--- src/hdl/hsl2rgb_pkg.sv ---
// Shared types and constants for the HSL to RGB converter.
package hsl2rgb_pkg;

   // item payloads
   typedef struct packed {
      logic [15:0] hue_scaled;
      logic [15:0] saturation;
      logic [15:0] lightness;
   } hsl_req_type;

   typedef struct packed {
      logic [7:0] red;
      logic [7:0] green;
      logic [7:0] blue;
   } hsl_rsp_type;

   // fixed-point scales
   localparam logic [15:0] FULL_SCALE  = 16'hFFFF;
   localparam int          HUE_PER_DEG = 182;

   // hue / 60 as multiply by reciprocal, exact over 16-bit hue
   localparam int          HP_W            = 11;
   localparam logic [16:0] HUE_DIV60_MUL   = 17'd69906;
   localparam int          HUE_DIV60_SHIFT = 22;

   // product / 182 as multiply by reciprocal, exact below 2^24
   localparam logic [24:0] X_DIV_MUL   = 25'd23598722;
   localparam int          X_DIV_SHIFT = 32;

   // channel / 257 as multiply by reciprocal, exact below 2^24
   localparam logic [16:0] CH_DIV_MUL   = 17'd65281;
   localparam int          CH_DIV_SHIFT = 24;
   localparam logic [9:0]  CH_MAX       = 10'd255;

   // hue sectors
   localparam logic [2:0] SECTOR_0 = 3'd0;
   localparam logic [2:0] SECTOR_1 = 3'd1;
   localparam logic [2:0] SECTOR_2 = 3'd2;
   localparam logic [2:0] SECTOR_3 = 3'd3;
   localparam logic [2:0] SECTOR_4 = 3'd4;
   localparam logic [2:0] SECTOR_5 = 3'd5;

   // front end -> X generator
   typedef struct packed {
      logic [15:0] chroma;
      logic [15:0] lightness;
      logic [2:0]  sector;
      logic [7:0]  weight;
   } front_out_type;

   // X generator -> output stage
   typedef struct packed {
      logic [15:0] chroma;
      logic [15:0] x_val;
      logic [15:0] offset;
      logic [2:0]  sector;
   } xgen_out_type;

endpackage

--- src/hdl/hsl2rgb_front.sv ---
// Chroma and hue sector decode: three register stages.
module hsl2rgb_front (
   input  logic                        clock,
   input  logic                        reset,
   input  logic                        in_valid,
   output logic                        in_hold,
   input  hsl2rgb_pkg::hsl_req_type    in_data,
   output logic                        out_valid,
   input  logic                        out_hold,
   output hsl2rgb_pkg::front_out_type  out_data
);
   import hsl2rgb_pkg::*;

   logic load1, load2, load3;
   logic valid1_ff, valid2_ff, valid3_ff;
   logic valid1_in, valid2_in, valid3_in;

   // stage 1
   logic [16:0]     twol;
   logic [32:0]     hue_prod;
   logic [15:0]     cs1_in, cs1_ff;
   logic [15:0]     sat1_ff, lit1_ff;
   logic [HP_W-1:0] hp1_in, hp1_ff;

   // stage 2
   logic [HP_W-1:0] wrap;
   logic [7:0]      dist_h;
   logic [31:0]     prod2_in, prod2_ff;
   logic [15:0]     lit2_ff;
   logic [2:0]      sector2_in, sector2_ff;
   logic [7:0]      weight2_in, weight2_ff;

   // stage 3
   logic [16:0]     fold;
   logic [15:0]     c3_in, c3_ff;
   logic [15:0]     lit3_ff;
   logic [2:0]      sector3_ff;
   logic [7:0]      weight3_ff;

   // a stage loads when empty or when the next one moves on
   assign load3   = ~valid3_ff | ~out_hold;
   assign load2   = ~valid2_ff | load3;
   assign load1   = ~valid1_ff | load2;
   assign in_hold = ~load1;

   assign valid1_in = load1 ? in_valid  : valid1_ff;
   assign valid2_in = load2 ? valid1_ff : valid2_ff;
   assign valid3_in = load3 ? valid2_ff : valid3_ff;

   always_ff @(posedge clock) begin
      if (reset) begin
         valid1_ff <= 1'b0;
         valid2_ff <= 1'b0;
         valid3_ff <= 1'b0;
      end else begin
         valid1_ff <= valid1_in;
         valid2_ff <= valid2_in;
         valid3_ff <= valid3_in;
      end
   end

   // 65535 - |2L - 65535|
   always_comb begin
      twol = {in_data.lightness, 1'b0};
      if (twol < 17'(FULL_SCALE)) begin
         cs1_in = twol[15:0];
      end else begin
         cs1_in = 16'(17'd131070 - twol);
      end
   end

   assign hue_prod = 33'(in_data.hue_scaled) * 33'(HUE_DIV60_MUL);
   assign hp1_in   = hue_prod[HUE_DIV60_SHIFT +: HP_W];

   always_ff @(posedge clock) begin
      if (load1) begin
         cs1_ff  <= cs1_in;
         sat1_ff <= in_data.saturation;
         lit1_ff <= in_data.lightness;
         hp1_ff  <= hp1_in;
      end
   end

   assign prod2_in = 32'(cs1_ff) * 32'(sat1_ff);

   // sector and triangle weight 182 - |hp mod 364 - 182|
   always_comb begin
      if (hp1_ff >= HP_W'(5 * HUE_PER_DEG)) begin
         sector2_in = SECTOR_5;
      end else if (hp1_ff >= HP_W'(4 * HUE_PER_DEG)) begin
         sector2_in = SECTOR_4;
      end else if (hp1_ff >= HP_W'(3 * HUE_PER_DEG)) begin
         sector2_in = SECTOR_3;
      end else if (hp1_ff >= HP_W'(2 * HUE_PER_DEG)) begin
         sector2_in = SECTOR_2;
      end else if (hp1_ff >= HP_W'(HUE_PER_DEG)) begin
         sector2_in = SECTOR_1;
      end else begin
         sector2_in = SECTOR_0;
      end

      if (hp1_ff >= HP_W'(6 * HUE_PER_DEG)) begin
         wrap = hp1_ff - HP_W'(6 * HUE_PER_DEG);
      end else if (hp1_ff >= HP_W'(4 * HUE_PER_DEG)) begin
         wrap = hp1_ff - HP_W'(4 * HUE_PER_DEG);
      end else if (hp1_ff >= HP_W'(2 * HUE_PER_DEG)) begin
         wrap = hp1_ff - HP_W'(2 * HUE_PER_DEG);
      end else begin
         wrap = hp1_ff;
      end

      if (wrap >= HP_W'(HUE_PER_DEG)) begin
         dist_h = 8'(wrap - HP_W'(HUE_PER_DEG));
      end else begin
         dist_h = 8'(HP_W'(HUE_PER_DEG) - wrap);
      end
      weight2_in = 8'(HUE_PER_DEG) - dist_h;
   end

   always_ff @(posedge clock) begin
      if (load2) begin
         prod2_ff   <= prod2_in;
         lit2_ff    <= lit1_ff;
         sector2_ff <= sector2_in;
         weight2_ff <= weight2_in;
      end
   end

   // p / 65535: p = q*65536 + r = q*65535 + (q + r), q + r < 2*65535
   assign fold  = {1'b0, prod2_ff[31:16]} + {1'b0, prod2_ff[15:0]};
   assign c3_in = prod2_ff[31:16] + 16'(fold >= 17'(FULL_SCALE));

   always_ff @(posedge clock) begin
      if (load3) begin
         c3_ff      <= c3_in;
         lit3_ff    <= lit2_ff;
         sector3_ff <= sector2_ff;
         weight3_ff <= weight2_ff;
      end
   end

   assign out_valid          = valid3_ff;
   assign out_data.chroma    = c3_ff;
   assign out_data.lightness = lit3_ff;
   assign out_data.sector    = sector3_ff;
   assign out_data.weight    = weight3_ff;

endmodule

--- src/hdl/hsl2rgb_xgen.sv ---
// Intermediate X and lightness offset: two register stages.
module hsl2rgb_xgen (
   input  logic                        clock,
   input  logic                        reset,
   input  logic                        in_valid,
   output logic                        in_hold,
   input  hsl2rgb_pkg::front_out_type  in_data,
   output logic                        out_valid,
   input  logic                        out_hold,
   output hsl2rgb_pkg::xgen_out_type   out_data
);
   import hsl2rgb_pkg::*;

   logic load1, load2;
   logic valid1_ff, valid2_ff;
   logic valid1_in, valid2_in;

   logic [15:0] half;
   logic [23:0] px1_in, px1_ff;
   logic [15:0] m1_in, m1_ff;
   logic [15:0] c1_ff;
   logic [2:0]  sector1_ff;

   logic [48:0] xq_prod;
   logic [15:0] x2_in, x2_ff;
   logic [15:0] c2_ff, m2_ff;
   logic [2:0]  sector2_ff;

   assign load2   = ~valid2_ff | ~out_hold;
   assign load1   = ~valid1_ff | load2;
   assign in_hold = ~load1;

   assign valid1_in = load1 ? in_valid  : valid1_ff;
   assign valid2_in = load2 ? valid1_ff : valid2_ff;

   always_ff @(posedge clock) begin
      if (reset) begin
         valid1_ff <= 1'b0;
         valid2_ff <= 1'b0;
      end else begin
         valid1_ff <= valid1_in;
         valid2_ff <= valid2_in;
      end
   end

   assign px1_in = 24'(in_data.chroma) * 24'(in_data.weight);
   assign half   = {1'b0, in_data.chroma[15:1]};
   assign m1_in  = (in_data.lightness >= half) ? (in_data.lightness - half) : '0;

   always_ff @(posedge clock) begin
      if (load1) begin
         px1_ff     <= px1_in;
         m1_ff      <= m1_in;
         c1_ff      <= in_data.chroma;
         sector1_ff <= in_data.sector;
      end
   end

   // C * weight / 182
   assign xq_prod = 49'(px1_ff) * 49'(X_DIV_MUL);
   assign x2_in   = xq_prod[X_DIV_SHIFT +: 16];

   always_ff @(posedge clock) begin
      if (load2) begin
         x2_ff      <= x2_in;
         c2_ff      <= c1_ff;
         m2_ff      <= m1_ff;
         sector2_ff <= sector1_ff;
      end
   end

   assign out_valid       = valid2_ff;
   assign out_data.chroma = c2_ff;
   assign out_data.x_val  = x2_ff;
   assign out_data.offset = m2_ff;
   assign out_data.sector = sector2_ff;

endmodule

--- src/hdl/hsl2rgb_out.sv ---
// Channel placement, offset and 8-bit scaling: two register stages.
module hsl2rgb_out (
   input  logic                        clock,
   input  logic                        reset,
   input  logic                        in_valid,
   output logic                        in_hold,
   input  hsl2rgb_pkg::xgen_out_type   in_data,
   output logic                        out_valid,
   input  logic                        out_hold,
   output hsl2rgb_pkg::hsl_rsp_type    out_data
);
   import hsl2rgb_pkg::*;

   logic load1, load2;
   logic valid1_ff, valid2_ff;
   logic valid1_in, valid2_in;

   logic [15:0] rv, gv, bv;
   logic [16:0] sum_r_in, sum_g_in, sum_b_in;
   logic [16:0] sum_r_ff, sum_g_ff, sum_b_ff;
   hsl_rsp_type rsp_in, rsp_ff;

   // v / 257, clamped to 255
   function automatic logic [7:0] chan8(input logic [16:0] v);
      logic [33:0] p;
      logic [9:0]  q;
      p = 34'(v) * 34'(CH_DIV_MUL);
      q = p[CH_DIV_SHIFT +: 10];
      chan8 = (q > CH_MAX) ? CH_MAX[7:0] : q[7:0];
   endfunction

   assign load2   = ~valid2_ff | ~out_hold;
   assign load1   = ~valid1_ff | load2;
   assign in_hold = ~load1;

   assign valid1_in = load1 ? in_valid  : valid1_ff;
   assign valid2_in = load2 ? valid1_ff : valid2_ff;

   always_ff @(posedge clock) begin
      if (reset) begin
         valid1_ff <= 1'b0;
         valid2_ff <= 1'b0;
      end else begin
         valid1_ff <= valid1_in;
         valid2_ff <= valid2_in;
      end
   end

   always_comb begin
      case (in_data.sector)
         SECTOR_0: begin
            rv = in_data.chroma; gv = in_data.x_val;  bv = '0;
         end
         SECTOR_1: begin
            rv = in_data.x_val;  gv = in_data.chroma; bv = '0;
         end
         SECTOR_2: begin
            rv = '0;             gv = in_data.chroma; bv = in_data.x_val;
         end
         SECTOR_3: begin
            rv = '0;             gv = in_data.x_val;  bv = in_data.chroma;
         end
         SECTOR_4: begin
            rv = in_data.x_val;  gv = '0;             bv = in_data.chroma;
         end
         default: begin
            // sector five, and the out-of-range hue top end
            rv = in_data.chroma; gv = '0;             bv = in_data.x_val;
         end
      endcase
      sum_r_in = {1'b0, rv} + {1'b0, in_data.offset};
      sum_g_in = {1'b0, gv} + {1'b0, in_data.offset};
      sum_b_in = {1'b0, bv} + {1'b0, in_data.offset};
   end

   always_ff @(posedge clock) begin
      if (load1) begin
         sum_r_ff <= sum_r_in;
         sum_g_ff <= sum_g_in;
         sum_b_ff <= sum_b_in;
      end
   end

   assign rsp_in.red   = chan8(sum_r_ff);
   assign rsp_in.green = chan8(sum_g_ff);
   assign rsp_in.blue  = chan8(sum_b_ff);

   always_ff @(posedge clock) begin
      if (load2) begin
         rsp_ff <= rsp_in;
      end
   end

   assign out_valid = valid2_ff;
   assign out_data  = rsp_ff;

endmodule

--- src/hdl/hsl_to_rgb_converter.sv ---
// HSL to 8-bit RGB converter, seven-stage pipeline.
// An accepted req passes through the front end, X generator and output stages to rsp_valid.
// Throughput: one item per cycle while rsp_stall stays low; set by the pipeline, each stage holding one item.
// A stage takes a new item whenever it is empty or its successor moves on.
// Reset (synchronous, active high) empties every stage; the data registers are not reset.
module hsl_to_rgb_converter (
   input  logic                      clock,
   input  logic                      reset,
   input  logic                      req_valid,
   output logic                      req_stall,
   input  hsl2rgb_pkg::hsl_req_type  req_data,
   output logic                      rsp_valid,
   input  logic                      rsp_stall,
   output hsl2rgb_pkg::hsl_rsp_type  rsp_data
);
   import hsl2rgb_pkg::*;

   // front end: stages 1..3, chroma C and hue sector / weight
   logic          front_valid;
   logic          front_hold;
   front_out_type front_data;

   // X generator: stages 4..5, X = C * weight / 182 and offset m = L - C/2
   logic          xgen_valid;
   logic          xgen_hold;
   xgen_out_type  xgen_data;

   hsl2rgb_front u_front (
      .clock     (clock),
      .reset     (reset),
      .in_valid  (req_valid),
      .in_hold   (req_stall),
      .in_data   (req_data),
      .out_valid (front_valid),
      .out_hold  (front_hold),
      .out_data  (front_data)
   );

   hsl2rgb_xgen u_xgen (
      .clock     (clock),
      .reset     (reset),
      .in_valid  (front_valid),
      .in_hold   (front_hold),
      .in_data   (front_data),
      .out_valid (xgen_valid),
      .out_hold  (xgen_hold),
      .out_data  (xgen_data)
   );

   // output: stages 6..7, placement by sector, offset, divide by 257;
   // stage 7 is the rsp output register
   hsl2rgb_out u_out (
      .clock     (clock),
      .reset     (reset),
      .in_valid  (xgen_valid),
      .in_hold   (xgen_hold),
      .in_data   (xgen_data),
      .out_valid (rsp_valid),
      .out_hold  (rsp_stall),
      .out_data  (rsp_data)
   );

   // the input only backs up once the whole pipe is full and the output waits
   assert property (@(posedge clock) disable iff (reset)
      req_stall |-> (rsp_valid && rsp_stall))
      else $error("req_stall raised with room in the pipeline");

   // a pipe left empty by reset shows no result in the next cycle
   assert property (@(posedge clock)
      reset |=> !rsp_valid)
      else $error("result shown straight after reset");

   // an item held between front end and X generator is neither lost nor altered
   assert property (@(posedge clock) disable iff (reset)
      (front_valid && front_hold) |=> (front_valid && $stable(front_data)))
      else $error("held front-end item changed or dropped");

   // same between X generator and output stage
   assert property (@(posedge clock) disable iff (reset)
      (xgen_valid && xgen_hold) |=> (xgen_valid && $stable(xgen_data)))
      else $error("held X-generator item changed or dropped");

endmodule

--- config.mk ---
export PLATFORM = sky130hd
export DESIGN_NAME = hsl_to_rgb_converter
export DESIGN_NICKNAME = d
export VERILOG_FILES = /design/src/hdl/hsl2rgb_pkg.sv /design/src/hdl/hsl2rgb_front.sv /design/src/hdl/hsl2rgb_xgen.sv /design/src/hdl/hsl2rgb_out.sv /design/src/hdl/hsl_to_rgb_converter.sv
export SDC_FILE = /design/constraint.sdc
export NUM_CORES = 2
export LEC_CHECK = 0
export BUFFER_PORTS_ARGS = -buffer_cell sky130_fd_sc_hd__buf_4
export CAP_MARGIN = 20
export CORE_ASPECT_RATIO = 1.2
export CORE_MARGIN = 1
export CORE_UTILIZATION = 40
export CTS_CLUSTER_SIZE = 20
export DETAILED_ROUTE_END_ITERATION = 10
export PLACE_DENSITY = 0.64
export SYNTH_ARGS = -nofsm -noshare
export SYNTH_HDL_FRONTEND = slang
export SYNTH_SLANG_ARGS = --single-unit
--- constraint.sdc ---
create_clock -name clock -period 11.98 [get_ports clock]
set_input_delay 1.198 -clock clock [delete_from_list [all_inputs] [get_ports clock]]
set_output_delay 1.198 -clock clock [all_outputs]
set_load 0.03 [all_outputs]
# Word-level counts from Yosys, hierarchy flattened
# Index checks and enable logic that the tools add are counted.
[totals]
register_bits = 353
inputBits = 52
out_inout_bits = 26
wordCells = 108
[op_classes]
n_addsub = 13
multipliers = 7
magnitude_cmp = 13
eq_ne = 4
mux = 12
n_bitwise = 16
reduce_logical = 8
[ops]
columns = ["operator", "n"]
rows = [
  ["multiplier 17 x 16 -> 33 bit (second input constant)", 3],
  ["case mux 16 bit (2 select lines)", 3],
  ["adder 16 x 16 -> 17 bit", 4],
  ["multiplier 24 x 24 -> 47 bit (second input constant)", 1],
  ["greater-or-equal comparator 11 x 10 -> 1 bit (second input constant)", 3],
  ["2-to-1 mux 11 bit", 3],
  ["multiplier 16 x 16 -> 32 bit", 1],
  ["multiplier 16 x 16 -> 32 bit (second input constant)", 1],
  ["> comparator 9 x 8 -> 1 bit (second input constant)", 3],
  ["multiplier 16 x 8 -> 24 bit", 1],
  ["greater-or-equal comparator 11 x 8 -> 1 bit (second input constant)", 2],
  ["greater-or-equal comparator 17 x 16 -> 1 bit (second input constant)", 1],
  ["less-than comparator 17 x 16 -> 1 bit (second input constant)", 1],
  ["adder 16 x 1 -> 16 bit", 1],
  ["greater-or-equal comparator 16 x 15 -> 1 bit", 1],
  ["2-to-1 mux 16 bit", 1],
  ["subtractor 16 x 15 -> 16 bit", 1],
  ["subtractor 16 bit (first input constant)", 1],
  ["subtractor 8 bit (first input constant)", 2],
  ["OR reduction 2 bit", 7],
  ["greater-or-equal comparator 11 bit (second input constant)", 1],
  ["greater-or-equal comparator 11 x 9 -> 1 bit (second input constant)", 1],
  ["subtractor 11 x 10 -> 11 bit (second input constant)", 1],
  ["subtractor 11 bit (second input constant)", 1],
  ["other kinds (11)", 28],
]

# Longest topological paths before layout
[logic_depth]
word_depth = 9
mapped_depth = 25
mapped_depth_nobuf = 24

# Modules after synthesis
# From an unflattened synthesis, not the netlist that was laid out.
[hier_totals]
hier_cells = 4712
hier_area_um2 = 48754.3
[by_module_without_submodules]
columns = ["module", "n_inst", "cells_per_inst", "area_each_um2"]
rows = [
  ["hsl2rgb_front", 1, 1657, 17401.7],
  ["hsl2rgb_out", 1, 1643, 16483.3],
  ["hsl2rgb_xgen", 1, 1412, 14869.3],
]

# Least setup slack after synthesis
# OpenSTA, ideal clock, no wires.
[synth_timing]
path_kind = "register to register"
from = "register u_front.cs1_ff[6]"
to = "register u_front.prod2_ff[30], data pin"
t_arrival_ns = 6.081
path_slack_ns = 5.642
stages_incl_launch_ff = 23
period_less_slack_ns = 6.338
path_cell_list = "edfxtp_1 > clkbuf_1 > nand2_1 > fa_1 > inv_1 > fa_1 > inv_1 > fa_1 > fa_1 > fa_1 > inv_1 > fa_1 > ha_1 > a21oi_1 > o21ai_0 > a311oi_1 > o21bai_1 > a21o_1 > nor4b_1 > o31ai_1 > a21o_1 > a21oi_1 > xnor2_1"
[synth_between]
elab_chain_len = 1
[synth_lines]
columns = ["element", "line", "text"]
rows = [
  ["start, declared", "hsl2rgb_front.sv:21", "logic [15:0] cs1_in, cs1_ff;"],
  ["start signal, assigned", "hsl2rgb_front.sv:77", "cs1_ff <= cs1_in;"],
  ["multiplier 16 x 16 -> 32 bit", "hsl2rgb_front.sv:84", "assign prod2_in = 32'(cs1_ff) * 32'(sat1_ff);"],
  ["via u_front.prod2_in[30]", "hsl2rgb_front.sv:28", "logic [31:0] prod2_in, prod2_ff;"],
  ["end signal, assigned", "hsl2rgb_front.sv:122", "prod2_ff <= prod2_in;"],
  ["end, declared", "hsl2rgb_front.sv:28", ""],
]
# The timed path passes the listed nets, and every way through them passes these cells.
# A chain may end at the register's enable or synchronous reset.

# Final worst setup path
[layout_timing]
from = "register u_xgen.px1_ff[6]"
to = "register u_xgen.x2_ff[15], data pin"
[layout_between]
elab_chain_len = 1
[layout_lines]
columns = ["element", "line", "text"]
rows = [
  ["start, declared", "hsl2rgb_xgen.sv:19", "logic [23:0] px1_in, px1_ff;"],
  ["start signal, assigned", "hsl2rgb_xgen.sv:52", "px1_ff <= px1_in;"],
  ["multiplier 24 x 24 -> 47 bit", "hsl2rgb_xgen.sv:60", "assign xq_prod = 49'(px1_ff) * 49'(X_DIV_MUL);"],
  ["via u_xgen.xq_prod[47]", "hsl2rgb_xgen.sv:24", "logic [48:0] xq_prod;"],
  ["end signal, assigned", "hsl2rgb_xgen.sv:65", "x2_ff <= x2_in;"],
  ["end, declared", "hsl2rgb_xgen.sv:25", "logic [15:0] x2_in, x2_ff;"],
]
# The timed path passes the listed nets, and every way through them passes these cells.

==> results <==
- The post-route non-filler standard cell count is 6178.
- Headroom to the max-slew limit came out at a little under two fifths.
- Dividing the final minimum period by the clock period gives approximately 58%.
- The capturing element type of the critical path is a register.
- Counting distinct cell types in the post-synthesis netlist gives 90.
- The maximum clock frequency is between 0.1 and 0.15 GHz.
- The critical path goes through ha_1 -> inv_1 -> fa_1 -> inv_1 -> fa_1 -> inv_1 -> fa_1 -> fa_1 -> fa_1 -> inv_1 -> ha_1 -> ha_1 -> a21oi_1 -> a21oi_1 -> nor2_1 -> a31oi_1 -> a211oi_1 -> a211o_1 -> o211a_1 -> o21ai_0 -> o41ai_1 -> xnor2_1.
- Along the worst path, the maximum fanout reaches 4.
- The number of primary I/O pins is just under 80.
- The diode insertion count for antenna repair is 0.
- In this design, the stage delay of the slowest critical-path cell is approximately 0.67 ns.
- Before CTS, the worst setup slack after placement is a little over 5 ns.
- The most repeated library cell on the critical path is sky130_fd_sc_hd__fa_1.
- In this run the worst hold path is classified as register to register.
- The die outline area is ~120000 µm².
- In this run the standard cell core region covers roughly 120000 µm².
- STA classifies the critical path startpoint as a register.
- After layout, the worst setup slack is 5.07 ns.
- For the worst flop-to-flop path, the logic depth is 22.
- Post-CTS repair changed the size of 0 cells.
- Clock tree synthesis selected as its root buffer the cell sky130_fd_sc_hd__clkbuf_16.
- The count of flip-flops with a built-in enable after synthesis is roughly 340.
- The number of setup violations in the final report is 0.
- The count of final hold-check violations was 0.
- The number of optimization iterations in the first detailed-route pass is 5.
- The global placement routability congestion is 0.906.
- The slowest stage of the critical path is the sky130_fd_sc_hd__a211oi_1 cell.
- The worst register-to-register path has a setup slack of between 5 and 6 ns.
- Summing over every cut layer, the via total after detailed routing is 31300.
- Entering global routing, the biggest net connects 67 pins.
- The area taken by flip-flops and latches is 10500 µm².
- The signed area change from the synthesized netlist to the final layout is 7.75%.
- Across the routed clock network, the largest skew measured is around 0.04 ns.
- The fraction of final layout cells sized beyond drive strength 1 is around 4.7%.
- Once the floorplan was initialized, standard cells occupied 40.5% of the core.
- The required time of the worst setup path is approximately 12 ns.
- When the netlist entered floorplanning its net count stood at around 6100.
- Across every metal layer, demand over resource in global routing totals approximately 17%.
- The post-synthesis cell count is 4563.
- In this run the tool buffered the top-level ports with 77 buffer cells.
- The worst register-to-register path begins at u_xgen.px1_ff[6].
- The number of global-route vias before repair is ~33000.
- The worst register-to-register path ends at u_xgen.x2_ff[15].
- After clock tree synthesis, the setup repair step added 0 buffers.
- For the finished layout, the period the worst path requires is 6.91 ns.
- The number of buffers inserted during clock tree synthesis is 44.
- Summed over all failing endpoints, the final setup total negative slack is 0 ns.
- For this block, the initial DRC count from the detailed router was 1396.
- The kind of critical path is register to register.
- The number of instances in the placed design is 6098.
- The synthesized area per cell is about 11 µm².
- The count of cells along the worst hold path is 0.
- The routed wirelength normalized by instance count is approximately 16 µm.
- The synthesized netlist occupies a cell area of 47900 µm².
- Setup repair after global routing left no endpoint under its margin.
- The die is between 300 and 400 µm tall.
- The most common cell after layout, fill and taps aside is sky130_fd_sc_hd__inv_1.
- The run finished with clean final reports.
- The number of fillers in the final layout is 11200.
- Max-cap violations in this run came to 0.
- The estimated wirelength of the detail-placed design is between 80 and 90 mm.
- Sequential elements use a little over a fifth of the synthesized area.
- The wire length of the first global-routing pass is roughly 170 mm.
- Summed over all layers, the routed wires come to roughly 99 mm.
- TritonCTS built the clock tree.
- The kind of cell with the highest combined delay on the critical path is adder cells.
- The longest clock path from root to sink contains 3 buffers.
- The hold-fix buffer count after cts is 0.
- Clock tree synthesis found a total of 351 sinks.
- STA puts the critical path data arrival time at 7.27 ns.
- The overall die width is 318 µm.
- The flip-flop and latch count after synthesis is 351.
- The worst path buffer plus inverter count is 4.
- The vias per cell is between 5 and 6.
- During synthesis, Yosys emitted a total of 0 warnings.
- The slew of the pin with the lowest slew margin is 0.928 ns.
- The endpoint of the worst hold path is u_front.weight3_ff[1].
- Of all flip-flops after synthesis, the portion carrying an async set or reset was 0%.
- The remaining global-route overflow is 0.
- In the layout the commonest cells are 884 x sky130_fd_sc_hd__inv_1, 821 x sky130_fd_sc_hd__ha_1, 649 x sky130_fd_sc_hd__fa_1.
- The number of pins exceeding their max-slew limit in the final report is 0.
- The initial antenna violation count came to 0.
- The dominant register cell in the synthesized netlist is sky130_fd_sc_hd__edfxtp_1.
- The clock slew seen by the registers of the worst setup and hold paths is around 0.060 ns.
- The worst min-delay path startpoint is u_front.weight2_ff[1].
- The later pin in the worst-skew pair is clocked with a latency of roughly 0.63 ns.
- The H-tree was split into 2 levels.
- After the last flow step, the layout net total stands at 6127.
- In this run the remaining antenna-violating nets after routing total 0.
- In the routed design, unresolved DRC markers number 0.
- Row generation in the floorplan step produced between 100 and 150 rows.
- Summing all multi-input logic gate instances after layout gives approximately 34000 µm².
==> flip-flops by register name, indices dropped and copies added (netlist names), 8 cells and up <==
name / flops
u_out.sum_b_ff: 17
u_front.cs1_ff: 15
u_xgen.m1_ff: 16
u_front.lit3_ff: 16
u_xgen.m2_ff: 16
u_front.weight2_ff: 8
u_xgen.c2_ff: 16
u_out.sum_r_ff: 17
u_front.weight3_ff: 8
u_front.sat1_ff: 16
u_front.hp1_ff: 11
u_xgen.c1_ff: 16
u_front.lit2_ff: 16
u_xgen.px1_ff: 24
u_front.prod2_ff: 31
u_out.out_data: 24
u_out.sum_g_ff: 17
u_xgen.x2_ff: 16
u_front.c3_ff: 16
u_front.lit1_ff: 16
==> cell families (layout without fill, tap and decap cells) <==
group,Yosys count,in the layout,share of synthesized area (%)
xor+xnor,192,192,3.55
simple gates,985,985,9.84
fa+ha+maj,1470,1470,48.5
compound gates,551,551,7.82
flops,351,351,21.8
buf+inv,987,1062,7.85
mux,27,27,0.590
==> cell type report <==
| class | instances | area share [%] |
|---|---|---|
| clock inverter | 24 | 0.588 |
| inverter | 888 | 6.46 |
| tap | 1540 | 3.73 |
| multi-input combinational | 3225 | 65.3 |
| clock buffer | 55 | 2.27 |
| timing repair buffer | 95 | 1.40 |
| sequential | 351 | 20.3 |
==> metrics by stage <==
stage | instance area [µm²] | hold WS (ns) | utilization, %
2_1_floorplan | 47900 | 0.400 | -
3_3_place_gp | 50200 | 0.401 | 42.4
3_5_place_dp | 50200 | 0.405 | 42.4
4_1_cts | 51600 | 0.382 | 43.6
5_1_grt | 51700 | 0.386 | 43.6
6_report | 51700 | 0.384 | 43.6
==> synthesized netlist by cell type (20+ instances only) <==
cell type                  count  area, µm²
sky130_fd_sc_hd__inv_1       886       3330
sky130_fd_sc_hd__ha_1        821      10300
sky130_fd_sc_hd__fa_1        649      13000
sky130_fd_sc_hd__nand2_1     393       1480
sky130_fd_sc_hd__edfxtp_1    344      10300
sky130_fd_sc_hd__and2_1      168       1050
sky130_fd_sc_hd__nor2_1      163        612
sky130_fd_sc_hd__a21oi_1     146        731
sky130_fd_sc_hd__xnor2_1     124       1090
sky130_fd_sc_hd__o21ai_0      97        485
sky130_fd_sc_hd__clkbuf_1     78        293
sky130_fd_sc_hd__xor2_1       67        587
sky130_fd_sc_hd__nand3_1      57        285
sky130_fd_sc_hd__nor3_1       55        275
sky130_fd_sc_hd__a21o_1       46        345
sky130_fd_sc_hd__a22o_1       41        359
sky130_fd_sc_hd__and3_1       33        206
sky130_fd_sc_hd__a211oi_1     25        188
sky130_fd_sc_hd__nand4_1      25        156
sky130_fd_sc_hd__nor2b_1      24        150
sky130_fd_sc_hd__o21bai_1     23        173
sky130_fd_sc_hd__o21a_1       22        165
sky130_fd_sc_hd__nand2b_1     20        125
sky130_fd_sc_hd__o211ai_1     20        150
==> how the worst max path moves through the flow <==
stage,startpoint,to,slack [ns],cells after the start
2_1_floorplan,u_front.cs1_ff[6],u_front.prod2_ff[30],5.64,22
3_3_place_gp,u_xgen.px1_ff[6],u_xgen.x2_ff[15],5.12,22
3_5_place_dp,u_xgen.px1_ff[6],u_xgen.x2_ff[15],5.07,22
4_1_cts,u_xgen.px1_ff[6],u_xgen.x2_ff[15],5.03,22
5_1_grt,u_xgen.px1_ff[6],u_xgen.x2_ff[15],4.65,22
6_report,u_xgen.px1_ff[6],u_xgen.x2_ff[15],5.07,22
==> routing by layer <==
metal  track usage, %  wire length [µm]
met1             20.5             42200
met4             4.90              2650
met2             30.8             50900
met3             1.58              2900
met5                0                 0
Power is left out: the tool's default activity adds up to more than one toggle a clock period on the data nets, which glitch-free logic cannot reach.
